**src/rtl/core/lgs_pkg.sv**
```systemverilog
package lgs_pkg;

	// Command codes
	localparam logic [1:0] CMD_WRITE   = 2'd0;
	localparam logic [1:0] CMD_ADVANCE = 2'd1;
	localparam logic [1:0] CMD_READ    = 2'd2;

	// Register index, taken from paddr[2]
	localparam logic REG_COLS = 1'b0;
	localparam logic REG_ROWS = 1'b1;

	// Bit places of a cell word
	localparam int BIT_N = 0;
	localparam int BIT_S = 1;
	localparam int BIT_E = 2;
	localparam int BIT_W = 3;

	localparam logic [3:0] PAIR_NS = 4'b0011;
	localparam logic [3:0] PAIR_EW = 4'b1100;

	typedef struct packed {
		logic [1:0] command;
		logic [6:0] col;
		logic [6:0] row;
		logic       in_north;
		logic       in_south;
		logic       in_east;
		logic       in_west;
	} req_item_t;

	typedef struct packed {
		logic       out_north;
		logic       out_south;
		logic       out_east;
		logic       out_west;
		logic [2:0] cell_mass;
		logic       done_res;
	} res_item_t;

	typedef enum logic [2:0] {
		ST_CLEAR,
		ST_IDLE,
		ST_COLLIDE,
		ST_DRAIN,
		ST_STREAM,
		ST_FINISH
	} seq_state_t;

	// Strobes from the sequencer to the cell datapath
	typedef struct packed {
		logic clr_we;    // clear pass: write zero at the sweep address
		logic col_re;    // collide phase: read cell grid at the sweep address
		logic scr_we;    // write collided cell into the scratch planes
		logic str_re;    // stream phase: read the four scratch neighbours
		logic str_we;    // write the gathered cell back into the grid
		logic adv_done;  // advance complete
	} seq_ctl_t;

	// Head-on pair turns by 90 degrees, any other cell passes unchanged
	function automatic logic [3:0] collide(input logic [3:0] c);
		logic [3:0] r;
		r = c;
		if (c == PAIR_NS) r = PAIR_EW;
		else if (c == PAIR_EW) r = PAIR_NS;
		return r;
	endfunction

endpackage

```
**src/rtl/core/lgs_seq.sv**
```systemverilog
module lgs_seq #(
	parameter int MAX_COLS = 128,
	parameter int MAX_ROWS = 128
) (
	input  logic                                   clk,
	input  logic                                   arst_n,
	input  logic                                   adv_start,
	input  logic [$clog2(MAX_COLS+1)-1:0]          nc,
	input  logic [$clog2(MAX_ROWS+1)-1:0]          nr,
	output logic                                   busy,
	output lgs_pkg::seq_ctl_t                      ctl,
	output logic [$clog2(MAX_ROWS*MAX_COLS)-1:0]   sweep_addr,
	output logic [$clog2(MAX_ROWS*MAX_COLS)-1:0]   addr_s1,
	output logic [$clog2(MAX_ROWS*MAX_COLS)-1:0]   addr_n,
	output logic [$clog2(MAX_ROWS*MAX_COLS)-1:0]   addr_s,
	output logic [$clog2(MAX_ROWS*MAX_COLS)-1:0]   addr_e,
	output logic [$clog2(MAX_ROWS*MAX_COLS)-1:0]   addr_w
);

	localparam int CW   = $clog2(MAX_COLS);
	localparam int RW   = $clog2(MAX_ROWS);
	localparam int NCW  = $clog2(MAX_COLS+1);
	localparam int NRW  = $clog2(MAX_ROWS+1);
	localparam int AW   = $clog2(MAX_ROWS*MAX_COLS);

	lgs_pkg::seq_state_t state_q, state_d;

	logic [CW-1:0]  c_q;
	logic [RW-1:0]  r_q;
	logic [NCW-1:0] lim_c;
	logic [NRW-1:0] lim_r;
	logic [CW-1:0]  c_top;
	logic [RW-1:0]  r_top;
	logic           last_c;
	logic           last_r;
	logic           last;
	logic           sweeping;
	logic [CW-1:0]  cl, cr;
	logic [RW-1:0]  rup, rdn;
	logic           col_s1;
	logic           str_s1;

	function automatic logic [AW-1:0] cell_addr(input logic [RW-1:0] rr,
			input logic [CW-1:0] cc);
		return AW'(32'(rr) * MAX_COLS + 32'(cc));
	endfunction

	// Sweep limits: full array while clearing, active area otherwise
	always_comb begin
		if (state_q == lgs_pkg::ST_CLEAR) begin
			lim_c = NCW'(MAX_COLS);
			lim_r = NRW'(MAX_ROWS);
		end else begin
			lim_c = nc;
			lim_r = nr;
		end
		c_top    = CW'(lim_c - NCW'(1));
		r_top    = RW'(lim_r - NRW'(1));
		last_c   = (c_q == c_top);
		last_r   = (r_q == r_top);
		last     = last_c && last_r;
		sweeping = (state_q == lgs_pkg::ST_CLEAR) || (state_q == lgs_pkg::ST_COLLIDE) ||
			(state_q == lgs_pkg::ST_STREAM);
	end

	// Wrapped neighbour coordinates
	always_comb begin
		cl  = (c_q == '0) ? c_top : c_q - CW'(1);
		cr  = last_c ? '0 : c_q + CW'(1);
		rup = (r_q == '0) ? r_top : r_q - RW'(1);
		rdn = last_r ? '0 : r_q + RW'(1);
	end

	assign sweep_addr = cell_addr(r_q, c_q);
	assign addr_n     = cell_addr(rdn, c_q);
	assign addr_s     = cell_addr(rup, c_q);
	assign addr_e     = cell_addr(r_q, cl);
	assign addr_w     = cell_addr(r_q, cr);

	// Advance the row and column counters, wrapping at the end of each sweep
	always_ff @(posedge clk or negedge arst_n) begin
		if (!arst_n) begin
			c_q <= '0;
			r_q <= '0;
		end else if (adv_start) begin
			c_q <= '0;
			r_q <= '0;
		end else if (sweeping) begin
			if (last_c) begin
				c_q <= '0;
				r_q <= last_r ? '0 : r_q + RW'(1);
			end else begin
				c_q <= c_q + CW'(1);
			end
		end
	end

	// Write-back stage follows the read in the next cycle
	always_ff @(posedge clk or negedge arst_n) begin
		if (!arst_n) begin
			col_s1 <= 1'b0;
			str_s1 <= 1'b0;
		end else begin
			col_s1 <= (state_q == lgs_pkg::ST_COLLIDE);
			str_s1 <= (state_q == lgs_pkg::ST_STREAM);
		end
	end

	always_ff @(posedge clk) begin
		addr_s1 <= sweep_addr;
	end

	always_ff @(posedge clk or negedge arst_n) begin
		if (!arst_n) begin
			state_q <= lgs_pkg::ST_CLEAR;
		end else begin
			state_q <= state_d;
		end
	end

	// Next state
	always_comb begin
		state_d = state_q;
		unique case (state_q)
			lgs_pkg::ST_CLEAR: begin
				if (last) state_d = lgs_pkg::ST_IDLE;
			end
			lgs_pkg::ST_IDLE: begin
				if (adv_start) state_d = lgs_pkg::ST_COLLIDE;
			end
			lgs_pkg::ST_COLLIDE: begin
				if (last) state_d = lgs_pkg::ST_DRAIN;
			end
			lgs_pkg::ST_DRAIN: begin
				state_d = lgs_pkg::ST_STREAM;
			end
			lgs_pkg::ST_STREAM: begin
				if (last) state_d = lgs_pkg::ST_FINISH;
			end
			lgs_pkg::ST_FINISH: begin
				state_d = lgs_pkg::ST_IDLE;
			end
			default: begin
				state_d = lgs_pkg::ST_IDLE;
			end
		endcase
	end

	// Outputs
	always_comb begin
		ctl.clr_we   = (state_q == lgs_pkg::ST_CLEAR);
		ctl.col_re   = (state_q == lgs_pkg::ST_COLLIDE);
		ctl.scr_we   = col_s1;
		ctl.str_re   = (state_q == lgs_pkg::ST_STREAM);
		ctl.str_we   = str_s1;
		ctl.adv_done = (state_q == lgs_pkg::ST_FINISH);
		busy         = (state_q != lgs_pkg::ST_IDLE);
	end

endmodule

```
**config.mk**
```make
export PLATFORM = sky130hd
export DESIGN_NAME = lgs_seq
export DESIGN_NICKNAME = d
export VERILOG_FILES = /design/src/rtl/core/lgs_pkg.sv /design/src/rtl/core/lgs_seq.sv
export SDC_FILE = /design/constraint.sdc
export NUM_CORES = 1
export LEC_CHECK = 0
export BUFFER_PORTS_ARGS = -buffer_cell sky130_fd_sc_hd__buf_2
export CORE_MARGIN = 2
export CORE_UTILIZATION = 49
export CTS_BUF_LIST = sky130_fd_sc_hd__clkbuf_8 sky130_fd_sc_hd__clkbuf_16
export DETAILED_ROUTE_END_ITERATION = 10
export GPL_ROUTABILITY_DRIVEN = 0
export PLACE_DENSITY_LB_ADDON = 0.15
export SYNTH_ARGS = -nofsm -noshare
export SYNTH_HDL_FRONTEND = slang
export SYNTH_SLANG_ARGS = --single-unit
```
**constraint.sdc**
```tcl
create_clock -name clk -period 4.21 [get_ports clk]
set_input_delay 0.2105 -clock clk [delete_from_list [all_inputs] [get_ports clk]]
set_output_delay 0.2105 -clock clk [all_outputs]
set_load 0.02 [all_outputs]
```
=== Word-level counts from Yosys, hierarchy flattened ===
Index checks and enable logic that the tools add are counted.

* Add/sub/neg operators: 11
* Eq/ne operators: 12
* Muxes and demuxes: 16
* Reduce and logical (&&, ||, !) cells: 10

{| class="wikitable"
|+ Operator list
! operator !! count
|-
| 7-bit two-way mux || 11
|-
| 14-bit by 7-bit adder with 14-bit output || 5
|-
| 7-bit by 1-bit subtractor with 7-bit output (second input constant) || 4
|-
| 3-bit one-hot mux with 5 select lines || 1
|-
| 7-bit by 1-bit adder with 7-bit output (second input constant) || 2
|-
| 7-bit == test || 2
|-
| 7-bit zero test || 2
|-
| 3-bit two-way mux || 4
|-
| 3-bit by 2-bit == test with 1-bit output (second input constant) || 2
|-
| 3-bit == test (second input constant) || 2
|-
| 2-bit by 1-bit inequality test with 1-bit output (second input constant) || 3
|-
| 4-bit AND reduction || 1
|-
| 2-bit nonzero test || 2
|-
| 3-bit by 1-bit == test with 1-bit output (second input constant) || 1
|-
| 3-bit zero test || 1
|-
| 3-bit by 1-bit inequality test with 1-bit output (second input constant) || 1
|-
| 1-bit logical OR || 2
|-
| 2-bit inequality test (second input constant) || 1
|-
| 2-bit AND reduction || 1
|-
| 1-bit logical AND || 1
|}

* Flip-flop bits (word level): 33
* Input bits: 19
* Output and inout bits: 91
* Word-level logic and storage cells: 55

=== Depth between registers and ports, before layout ===
Gate-level depths: netlist (run 1).

* Word-level depth: 8
* Mapped depth: 15
* Gate-level depth less buffers: 10

=== Worst setup path before layout (run 1) ===
No wires, ideal clock.

* Kind: register to register
* From: reg state_q[0]
* To: reg r_q[5]
* Setup time: 0.136 ns
* Arrival: 3.356 ns
* Data required time: 4.074 ns
* Slack: 0.717 ns
* Stages on the path, launching flop included: 16
* Period minus slack after synthesis: 3.493 ns
* Cell sequence: dfrtp_1 > or3_4 > buf_2 > buf_1 > nand2_1 > ha_1 > clkbuf_1 > nand3_1 > a31oi_1 > a31oi_1 > or4_1 > nor4_1 > buf_4 > buf_6 > o22a_1 > a21oi_1

* Longest elaborated chain between the ends: 8
* Elaborated cells between the ends (all ways): 18
* Those cells by class: add/sub (2); eq/ne (4); mux (6); reduce/logical (6)

{| class="wikitable"
|+ Ends and longest elaborated chain
! what !! line !! text
|-
| start, declared || lgs_seq.sv:26 || <nowiki>lgs_pkg::seq_state_t state_q, state_d;</nowiki>
|-
| start signal, assigned || lgs_seq.sv:115 || <nowiki>state_q <= lgs_pkg::ST_CLEAR;</nowiki>
|-
| start signal, assigned || lgs_seq.sv:117 || <nowiki>state_q <= state_d;</nowiki>
|-
| 3-bit zero test || lgs_seq.sv:50, lgs_seq.sv:62 ||
|-
| 7-bit two-way mux || lgs_seq.sv:50 || <nowiki>if (state_q == lgs_pkg::ST_CLEAR) begin</nowiki>
|-
| 7-bit by 1-bit subtractor with 7-bit output || lgs_seq.sv:58 || <nowiki>r_top = RW'(lim_r - NRW'(1));</nowiki>
|-
| 7-bit == test || lgs_seq.sv:60 || <nowiki>last_r = (r_q == r_top);</nowiki>
|-
| 7-bit two-way mux || lgs_seq.sv:91 || <nowiki>r_q <= last_r ? '0 : r_q + RW'(1);</nowiki>
|-
| 7-bit two-way mux || lgs_seq.sv:89 || <nowiki>if (last_c) begin</nowiki>
|-
| 7-bit two-way mux || lgs_seq.sv:88 || <nowiki>end else if (sweeping) begin</nowiki>
|-
| 7-bit two-way mux || lgs_seq.sv:85 || <nowiki>end else if (adv_start) begin</nowiki>
|-
| end signal, assigned || lgs_seq.sv:91 ||
|-
| end, declared || lgs_seq.sv:29 || <nowiki>logic [RW-1:0] r_q;</nowiki>
|}

Several ways; a longest one is shown, not always the timed one. The select of a mux whose other input is x is not followed.
A chain may end at the register's enable or synchronous reset.

=== Final worst setup path (run 1) ===
* From: reg state_q[1]
* To: out addr_n[11]

* Longest elaborated chain between the ends: 6

{| class="wikitable"
|+ Ends and longest elaborated chain
! what !! line !! text
|-
| 3-bit zero test || lgs_seq.sv:50 ||
|-
| 7-bit two-way mux || lgs_seq.sv:50 ||
|-
| 7-bit by 1-bit subtractor with 7-bit output || lgs_seq.sv:58 ||
|-
| 7-bit == test || lgs_seq.sv:60 ||
|-
| 7-bit two-way mux || lgs_seq.sv:71 || <nowiki>rdn = last_r ? '0 : r_q + RW'(1);</nowiki>
|-
| 14-bit by 7-bit adder with 14-bit output || lgs_seq.sv:45 || <nowiki>return AW'(32'(rr) * MAX_COLS + 32'(cc));</nowiki>
|-
| end, declared || lgs_seq.sv:14 || <nowiki>output logic [$clog2(MAX_ROWS*MAX_COLS)-1:0] addr_n,</nowiki>
|}

Every way passes these cells.

==> results of run 1 <==
[what timing repair did]
item | CTS | global route
setup buffers | 0 | 0
hold buffers | 1 | 0
endpoints found under the setup margin | 0 | 5
endpoints found under the hold margin | 19 | 0
gates resized for setup | 0 | 1
[power by group through the flow]
stage | sequential, W | clock [W] | combinational (W)
3_5_place_dp | 0.000401 | 0 | 0.000921
6_report | 0.000394 | 0.000258 | 0.000923
2_1_floorplan | 0.000403 | 0 | 0.000705
3_3_place_gp | 0.000399 | 0 | 0.000912
5_1_grt | 0.000402 | 0.000276 | 0.00101
4_1_cts | 0.000395 | 0.000266 | 0.000925
[final timing paths]
check | endpoint | slack, ps | cells past startpoint
worst max-delay path | addr_n[11] | 380 | 11
worst min-delay path | r_q[5] | 330 | 2
worst min register to register | addr_s1[12] | 540 | 0
worst max register to register | r_q[4] | 460 | 10
max in group asynchronous | state_q[0] | 3480 | 2
min in group asynchronous | c_q[6] | 400 | 2
[cell usage after synthesis, drive strengths merged (5+ instances only)]
cell type  count
o21ai          7
nand3         10
clkbuf        15
ha             6
nand2b         7
dfrtp         19
nor3          10
buf           39
a21oi         26
xor2          12
or3            9
o22a           5
nor4           7
nand2         35
a31oi          5
nor2          24
or4b           6
o31ai          5
xnor2         15
and3           5
inv           11
dfxtp         14
[layer usage]
metal  vias up  track usage (%)
li1       1276                -
met1      1167             29.5
met2        89             36.5
met3         2             3.91
met4         0             4.74
met5         -                0
[final cells by class]
type / count / share of cell area, %
timing repair buffer: 112 / 18.5
tap: 70 / 2.81
inverter: 12 / 1.45
clock buffer: 6 / 2.65
multi-input combinational: 237 / 50.0
sequential: 33 / 24.3
clock inverter: 2 / 0.361
[worst reg2reg max path: cells and delay by family, from the launching register on]
family	cells	cell delay (ps)
flops	1	490
simple gates	5	2140
fa+ha+maj	1	300
compound gates	4	750
[cell usage in the layout, fill, tap and decap left out, types with 2 or more instances in the layout]
cell type,n
and3_1,5
xor2_1,12
dfrtp_1,19
nand2b_1,7
nand3_1,10
o22a_1,5
or3_1,8
nor2_1,24
nor3_1,8
inv_1,11
nand4_1,4
nand2_1,35
mux2_2,2
nor4_1,5
mux2i_1,4
xnor2_1,15
buf_2,107
dfxtp_1,14
ha_1,6
nor2b_1,4
clkbuf_8,6
a21oi_1,26
or4b_1,6
o21ai_0,7
buf_4,4
nor3b_1,2
a21o_1,2
o21ba_2,2
o31ai_1,4
a31oi_1,5
o211a_1,2
[stage by stage]
step           power [W]  cell area (sq um)
3_5_place_dp     0.00132               3010
5_1_grt          0.00169               3120
2_1_floorplan    0.00111               2690
3_3_place_gp     0.00131               3010
4_1_cts          0.00159               3110
6_report         0.00158               3120
[registers in the layout, summed over array words and instances (netlist names)]
| signal | count |
|---|---|
| addr_s1 | 14 |
| c_q | 7 |
| r_q | 7 |
| state_q | 3 |
| col_s1 | 1 |
| str_s1 | 1 |
[kinds of logic after synthesis]
group	Yosys count	share of synthesized area [%]
XOR/XNOR	27	8.80
multiplexers	6	2.33
buffers and inverters	66	14.3
flip-flops	33	28.1
AO/OA/AOI/OAI	66	16.4
adder cells (fa/ha/maj)	6	2.79
AND/OR/NAND/NOR	132	27.2
==> metrics, run 1 <==
post-route setup slack 380 ps; most used cell, CP a31oi_1; First-pass DRT Iterations 4; Setup crit start state_q[1]; via count 2534; Critical path buffers and inverters 2; CP Launch Type flip-flop; worst slack, placed 532 ps; synthesized area 2690 sq um; diodes inserted 0; post-route ant nets 0; net switching power 0.000762 W; syn nets 361; pin count of the biggest net entering global routing 24; CTS Buf Count 5; Non-Filler Instances between 400 and 500; Leak 1.51 nW; Total GRT Usage approximately 22%; clock power share roughly 16%; min-delay worst type in -> reg; post-synth top area share 17.7%; final hold slack 330 ps; cells after synthesis 336; sequential cell area 756 sq um; Synth cell types 60; post-DR wirelength/cell 14.1 microns; CP max FO 23; Worst Skew 14.9 ps; maxcap violations 0; Post-Route M1 WL roughly 3000 microns; IO buf count 107; sw frac 48.4%; FP Rows 26; initial core utilization about half; deepest clock path buffer count 2; Clock Latency Late Sink 290 ps; Peak Freq between 0.2 and 0.3 GHz; Nets 426; Synth Flop Type dfrtp_1; CP delay by family, top simple AND/OR/NAND/NOR gates; Internal Pwr Total 0.000814 W; antenna violations before repair 0; synth warn 0; combinational share of power between 50 and 60%; Final period util 91.0%; largest area contributor in the netlist dfrtp_1; Area Growth Syn to Fin 15.9%; total placed cells including tap cells between 400 and 500; Slew headroom between 50% and 60%; CTS tree done; fill cell count 502; status finished clean; Die ar. 6090 sq um; Setup-failing EPs final 0; clock root buffer master clkbuf_8; initial DRC count between 150 and 200; final core utilization between 50% and 60%; Seq cells post-synth 33; drt drc 0; Flop pwr share between 20% and 30%; Post-Syn Area per Cell approximately 8 sq um; gr ovfl total 0; hpwl dp a little under 5000 microns; multi-input combinational cell area 1560 sq um; I/O pins 110; CORE AREA 5200 sq um; Max Slew Vio Count 0; type of the worst setup path reg -> out; met2 WL 3120 microns; vias in the first global route 2214; drt total wl around 6600 microns; clock slew at reported path FFs 90 ps; worst vdd ir ~0.00028 V; Async S/R FF share, synth 57.6%; CP Capture Type output port; hold path startpoint adv_start; Pwr Density 506 nW/um^2; RSZ-0062 raised after global routing no; CP peak stage delay 550 ps; setup_tns 0 ps; Via density 5.37; CTS sink cnt 33; CP Data Required Time ~4000 ps; Slowest cell on crit path or4_1; Tightest Pin Transition 675 ps; fraction of layout cells with a size suffix above 1 between 30 and 40%; met3 WL post-DR about 460 microns; Final Hold Vio Count 0; highest metal used met4; reg2reg start state_q[1]; Chip Width 78.1 microns; sequential share of the synthesized area about 28%; Worst Path Arrival roughly 3600 ps; first-pass GRT wire length 10800 microns; EDFF count, synth 0; dominant cells by area after synthesis dfrtp_1, dfxtp_1, buf_4; Critical Path, Cell by Cell or3_4 > nand2_1 > ha_1 > or3_1 > a31oi_1 > a31oi_1 > or4_1 > nor4_2 > buf_4 > a21oi_1 > buf_2; min cycle time layout between 3000 and 4000 ps; Die H 78.1 microns; htree depth 2
Power figures use the tool's default switching activity.
==> inputs of run 2 (changes only) <==
CORE_UTILIZATION = 50   (was 49)
CTS_BUF_LIST = sky130_fd_sc_hd__clkbuf_4   (was sky130_fd_sc_hd__clkbuf_8 sky130_fd_sc_hd__clkbuf_16)
==> run 2 against run 1 <==
Against the previous run: final area decreased by 0.48%; largest cell class unchanged; combinational power about the same; clock power shrank 2%; worst hold slack worse by 87 ps; first-iteration DRC count decreased by 21%; die area fell by 1.9%; critical endpoint is now addr_n[13]; critical path type unchanged; cell count did not move; total power is 0.20% lower; utilization up 0.47 points; sequential share of layout area grew 0.12 points; global-route usage grew 0.33 points.
==> metrics, run 2 (synthesis gave the netlist of run 1 again) <==
status finished clean; deepest clock path buffer count 2 (unchanged); htree depth 2 (unchanged); min-delay worst type in -> reg; Slew headroom 59.9% (+5.2 points); Nets 426 (unchanged); CP peak stage delay 550 ps (about the same); Peak Freq 0.256 GHz (-1.9%); Via density 5.45 (+1.5%); commonest non-fill, non-tap cell in the layout buf_2; Internal Pwr Total 0.000806 W (-0.97%); gr ovfl total 0 (unchanged); maxcap violations 0 (unchanged); CORE AREA 5140 sq um (-1.2%); Final period util 92.7% (+1.7 points); initial core utilization 52.3% (+0.65 points); final core utilization 60.3% (+0.47 points); Pwr Density 507 nW/um^2 (+0.29%); Chip Width 77.3 microns (-0.95%); leading cell types in the layout, fill and taps excluded buf_2, nand2_1, a21oi_1, nor2_1, dfrtp_1; sw frac 48.8% (+0.40 points); Critical path buffers and inverters 2 (unchanged); hold path startpoint adv_start; IO buf count 107 (unchanged); drt drc 0 (unchanged); via count 2573 (+1.5%); Final Hold Vio Count 0 (unchanged); Leak 1.50 nW (-0.65%); clock slew at reported path FFs 140 ps (+50 ps); fraction of layout cells with a size suffix above 1 32.8% (unchanged); Setup-failing EPs final 0 (unchanged); setup_tns 0 ps (unchanged); antenna violations before repair 0 (unchanged); type of the worst setup path reg -> out; CTS Buf Count 5 (unchanged); CP Launch Type flip-flop; reg2reg start state_q[1]; Area Growth Syn to Fin 15.4%; pin count of the biggest net entering global routing 24 (unchanged); final hold slack 243 ps (-87.1 ps); clock root buffer master clkbuf_4; CP max FO 23 (unchanged); Worst Skew 19.3 ps (+4.46 ps); I/O pins 110 (unchanged); Flop pwr share 25.1% (about the same); FP Rows 26 (unchanged); vias in the first global route 2307 (+4.2%); CTS sink cnt 33 (unchanged); Worst Path Arrival 3690 ps (+70 ps); drt total wl 6710 microns (+1.1%); worst vdd ir 0.000363 V (+29%); Tightest Pin Transition 599 ps (-75.9 ps); CP delay by family, top simple AND/OR/NAND/NOR gates; initial DRC count 140 (-21%); CTS tree done; Most flops, register addr_s1; CP Data Required Time 4000 ps (about the same); max FFs per register 14 (unchanged); net switching power 0.000767 W (+0.62%); Die H 77.3 microns (-0.95%); Slowest cell on crit path dfrtp_1; RSZ-0062 raised after global routing no; biggest regs addr_s1 (14), c_q (7), r_q (7); Setup crit start state_q[1]; Max Slew Vio Count 0 (unchanged); diodes inserted 0 (unchanged); post-DR wirelength/cell 14.2 microns (+1.1%); most used cell, CP a31oi_1; clock power share 16.1% (-0.3 points); combinational share of power 58.8% (+0.2 points); Clock Latency Late Sink 350 ps (+60 ps); Total GRT Usage 22.1% (+0.33 points); CP Capture Type output port; first-pass GRT wire length 10800 microns (+0.83%); Die ar. 5980 sq um (-1.9%); min cycle time layout 3900 ps (+72.3 ps); hpwl dp 4730 microns (-2.5%); Critical Path, Cell by Cell or3_4 > nand2_1 > ha_1 > or3_1 > a31oi_1 > a31oi_1 > or4_1 > nor4_2 > buf_4 > a21oi_1 > buf_2; fill cell count 493 (-1.8%); post-route ant nets 0 (unchanged); setup bufs post-CTS 0 (unchanged); First-pass DRT Iterations 4 (unchanged)
## run 2: routing by layer
layer	track usage, %	vias to the layer above	wire length [microns]
met5	0	-	0
met4	6.61	0	74
met3	4.00	8	333
met2	34.3	80	3070
met1	31.3	1206	3230
li1	-	1279	-
## run 2: power groups by stage
stage	logic (W)	registers, W	clock network (W)
floorplan	0.000705	0.000403	0
finish	0.000925	0.000395	0.000253
CTS	0.000921	0.000395	0.000256
global placement	0.000908	0.000399	0
detailed placement	0.000918	0.000401	0
global route	0.00100	0.000402	0.000267
## run 2: final cells by class
cell class / instances / area [sq um] / share of cell area (%)
clock buffer: 5 / 37.5 / 1.21
clock inverter: 3 / 41.3 / 1.33
inverter: 12 / 45.0 / 1.45
multi-input combinational: 237 / 1560 / 50.2
sequential: 33 / 756 / 24.4
tap: 70 / 87.6 / 2.82
timing repair buffer: 112 / 576 / 18.6
## run 2: through the flow
stage	setup slack, ps	cell area [sq um]	std cells	total power (W)
6_report	307	3100	472	0.00157
5_1_grt	79.5	3100	472	0.00167
4_1_cts	266	3100	472	0.00157
3_5_place_dp	675	3010	463	0.00132
3_3_place_gp	683	3010	463	0.00131
2_1_floorplan	717	2690	336	0.00111
## run 2: worst paths after layout
path,to,slack [ps],depth (start not counted)
worst max register to register,r_q[5],710,11
worst min-delay path,c_q[1],240,2
min in group asynchronous,c_q[1],310,2
max in group asynchronous,r_q[2],3570,2
worst min register to register,addr_s1[12],540,0
worst max-delay path,addr_n[13],310,11
## run 2: worst register-to-register path, delay by kind of cell (launching register included)
kind                     cells  cell delay [ps]
AO/OA/AOI/OAI                4              720
AND/OR/NAND/NOR              5             1670
adder cells (fa/ha/maj)      1              290
buffers and inverters        1              250
flip-flops                   1              510
## run 2: what timing repair did
item,CTS,global route
endpoints found under the hold margin,19,0
endpoints found under the setup margin,0,5
gates resized for setup,0,1
hold buffers,1,0
==> inputs of run 3 (changes only) <==
GPL_TIMING_DRIVEN = 0   (was unset)
==> run 3 against run 2 <==
Against the previous run: worst setup slack worse by 170 ps; global-route usage up 1.9 points; largest cell class unchanged; worst hold slack better by 27 ps.
==> metrics, run 3 (synthesis gave the netlist of run 1 again) <==
Final Hold Vio Count 0 (unchanged); diodes inserted 0 (unchanged); IO buf count 103 (-3.7%); Via density 5.44 (-0.25%); min cycle time layout 4070 ps (+170 ps); CP peak stage delay 530 ps (-20 ps); Chip Width 77.3 microns (unchanged); CP max FO 10 (-57%); Nets 477 (+12%); Total GRT Usage 24.0% (+1.9 points); fill cell count 477 (-3.2%); net switching power 0.000797 W (+4.0%); total placed cells including tap cells 509 (+9.9%); max FFs per register 14 (unchanged); post-DR wirelength/cell 14.1 microns (-0.98%); initial DRC count 168 (+20%); CTS Buf Count 5 (unchanged); Peak Freq 0.246 GHz (-4.2%); Setup-failing EPs final 0 (unchanged); worst vdd ir 0.000253 V (-30%); initial core utilization 52.3% (unchanged); hold depth 3 (+1); stages on the worst setup path 14 (+3); vias in the first global route 2565 (+11%); I/O pins 110 (unchanged); Die H 77.3 microns (unchanged); met2 track demand over resource 40.1% (+5.8 points); Final period util 96.7% (+4.0 points); CP delay by family, top simple AND/OR/NAND/NOR gates; hpwl dp 5370 microns (+13%); Flop pwr share 23.4% (-1.7 points); CP Data Required Time 4000 ps (about the same); Most flops, register addr_s1; sw frac 49.6% (+0.82 points); Slew headroom 60.9% (+0.95 points); Clock Latency Late Sink 350 ps (about the same); met3 Usage GRT 4.00% (unchanged); Leak 1.72 nW (+14%); Critical path buffers and inverters 5 (+3); deepest clock path buffer count 2 (unchanged); CTS sink cnt 33 (unchanged); Pwr Density 467 nW/um^2 (-7.9%); clock root buffer master clkbuf_4; Max Slew Vio Count 0 (unchanged); reg2reg start state_q[0]; Slowest cell on crit path or4_4; Setup crit start state_q[0]; met1 Usage GRT 31.7% (+0.40 points); maxcap violations 0 (unchanged); type of the worst setup path reg -> out; clock power share 11.7% (-4.4 points); leading cell types in the layout, fill and taps excluded buf_2, buf_4, nand2_1, a21oi_1, nor2_1; Worst Path Arrival 3860 ps (+170 ps); first-pass GRT wire length 11800 microns (+8.5%); Critical Path, Cell by Cell or3_4 > buf_4 > buf_4 > nand2_2 > ha_4 > xor2_1 > o21ai_0 > a311o_1 > or4_4 > nor4_4 > buf_6 > buf_6 > a21oi_1 > buf_2; worst slack, placed 36.7 ps (-639 ps); First-pass DRT Iterations 4 (unchanged); Worst Reg2Reg Path Length in Cells 13 (+2); hold path startpoint adv_start; CP Launch Type flip-flop; Non-Filler Instances 523 (+11%); post-route setup slack 138 ps (-170 ps); Worst Skew 22.0 ps (+2.67 ps); FP Rows 26 (unchanged); clock slew at reported path FFs 110 ps (-30 ps); Area Growth Syn to Fin 28.1%; commonest non-fill, non-tap cell in the layout buf_2; combinational share of power 64.9% (+6.1 points); drt total wl 7360 microns (+9.7%); fraction of layout cells with a size suffix above 1 38.6% (+5.8 points); htree depth 2 (unchanged); pin count of the biggest net entering global routing 20 (-17%); drt drc 0 (unchanged); post-route ant nets 0 (unchanged); biggest regs addr_s1 (14), c_q (7), r_q (7); Tightest Pin Transition 585 ps (-14.1 ps); CORE AREA 5140 sq um (unchanged); Internal Pwr Total 0.000811 W (+0.63%); antenna violations before repair 0 (unchanged); via count 2844 (+11%); final core utilization 67.0% (+6.7 points); status finished clean; CTS tree done; gr ovfl total 0 (unchanged); min-delay worst type in -> reg; Die ar. 5980 sq um (unchanged); CP Capture Type output port; busiest grt layer met2
run 3: changes by cell type in the layout (fill, tap and decap cells not counted), moves of 2 or more:
cell      delta
nand2_2      +2
clkbuf_2     +2
nand2_1      -2
clkbuf_1    +13
buf_6        +3
buf_4       +33
clkinv_2     +2
run 3: final cells by class:
| type | count | area, sq um | area share [%] |
|---|---|---|---|
| flip-flops and latches | 33 | 757 | 22.0 |
| multi-input cells | 237 | 1580 | 46.0 |
| clock buffers | 5 | 37.5 | 1.09 |
| repair buffers | 109 | 563 | 16.4 |
| well taps | 70 | 87.6 | 2.54 |
| inverters | 12 | 45.0 | 1.31 |
| plain buffers | 54 | 353 | 10.2 |
| clock inverters | 3 | 17.5 | 0.509 |
run 3: what timing repair did:
item	4_1_cts	5_1_grt
hold buffers	1	0
endpoints found under the setup margin	7	14
setup buffers	1	4
pin swaps	1	1
endpoints found under the hold margin	19	0
gates resized for setup	6	10
run 3: power by group through the flow:
stage	clock, W	sequential [W]	combinational [W]
after floorplan	0	0.000403	0.000705
after detailed placement	0	0.000383	0.000993
after CTS	0.000194	0.000377	0.00101
final	0.000188	0.000376	0.00104
after global routing	0.000203	0.000382	0.00112
after global placement	0	0.000381	0.000980
run 3: final timing paths:
kind | slack, ps | to
setup / recovery | 140 | addr_n[13]
hold / removal | 270 | state_q[1]
setup reg to reg | 430 | r_q[3]
hold reg to reg | 460 | addr_s1[2]
max in group asynchronous | 3540 | state_q[0]
min in group asynchronous | 320 | r_q[5]
run 3: layer usage:
layer	routed length, microns	share of wire [%]
met4	95	1.3
met5	0	0
met1	3250	44
met2	3520	48
met3	499	6.8
run 3: worst min-delay path, delay by kind of cell:
family	cells	cell delay, ps
compound gates	1	60
buf+inv	1	200
simple gates	1	110
run 3: metrics by stage:
| stage | TNS, ps | instance area [sq um] | hold slack [ps] | total power [W] |
|---|---|---|---|---|
| after global routing | -6.81 | 3440 | 258 | 0.00171 |
| after floorplan | 0 | 2690 | -85.1 | 0.00111 |
| after global placement | 0 | 3290 | 182 | 0.00136 |
| after CTS | 0 | 3390 | 241 | 0.00158 |
| after detailed placement | 0 | 3290 | 184 | 0.00138 |
| final | 0 | 3440 | 270 | 0.00161 |
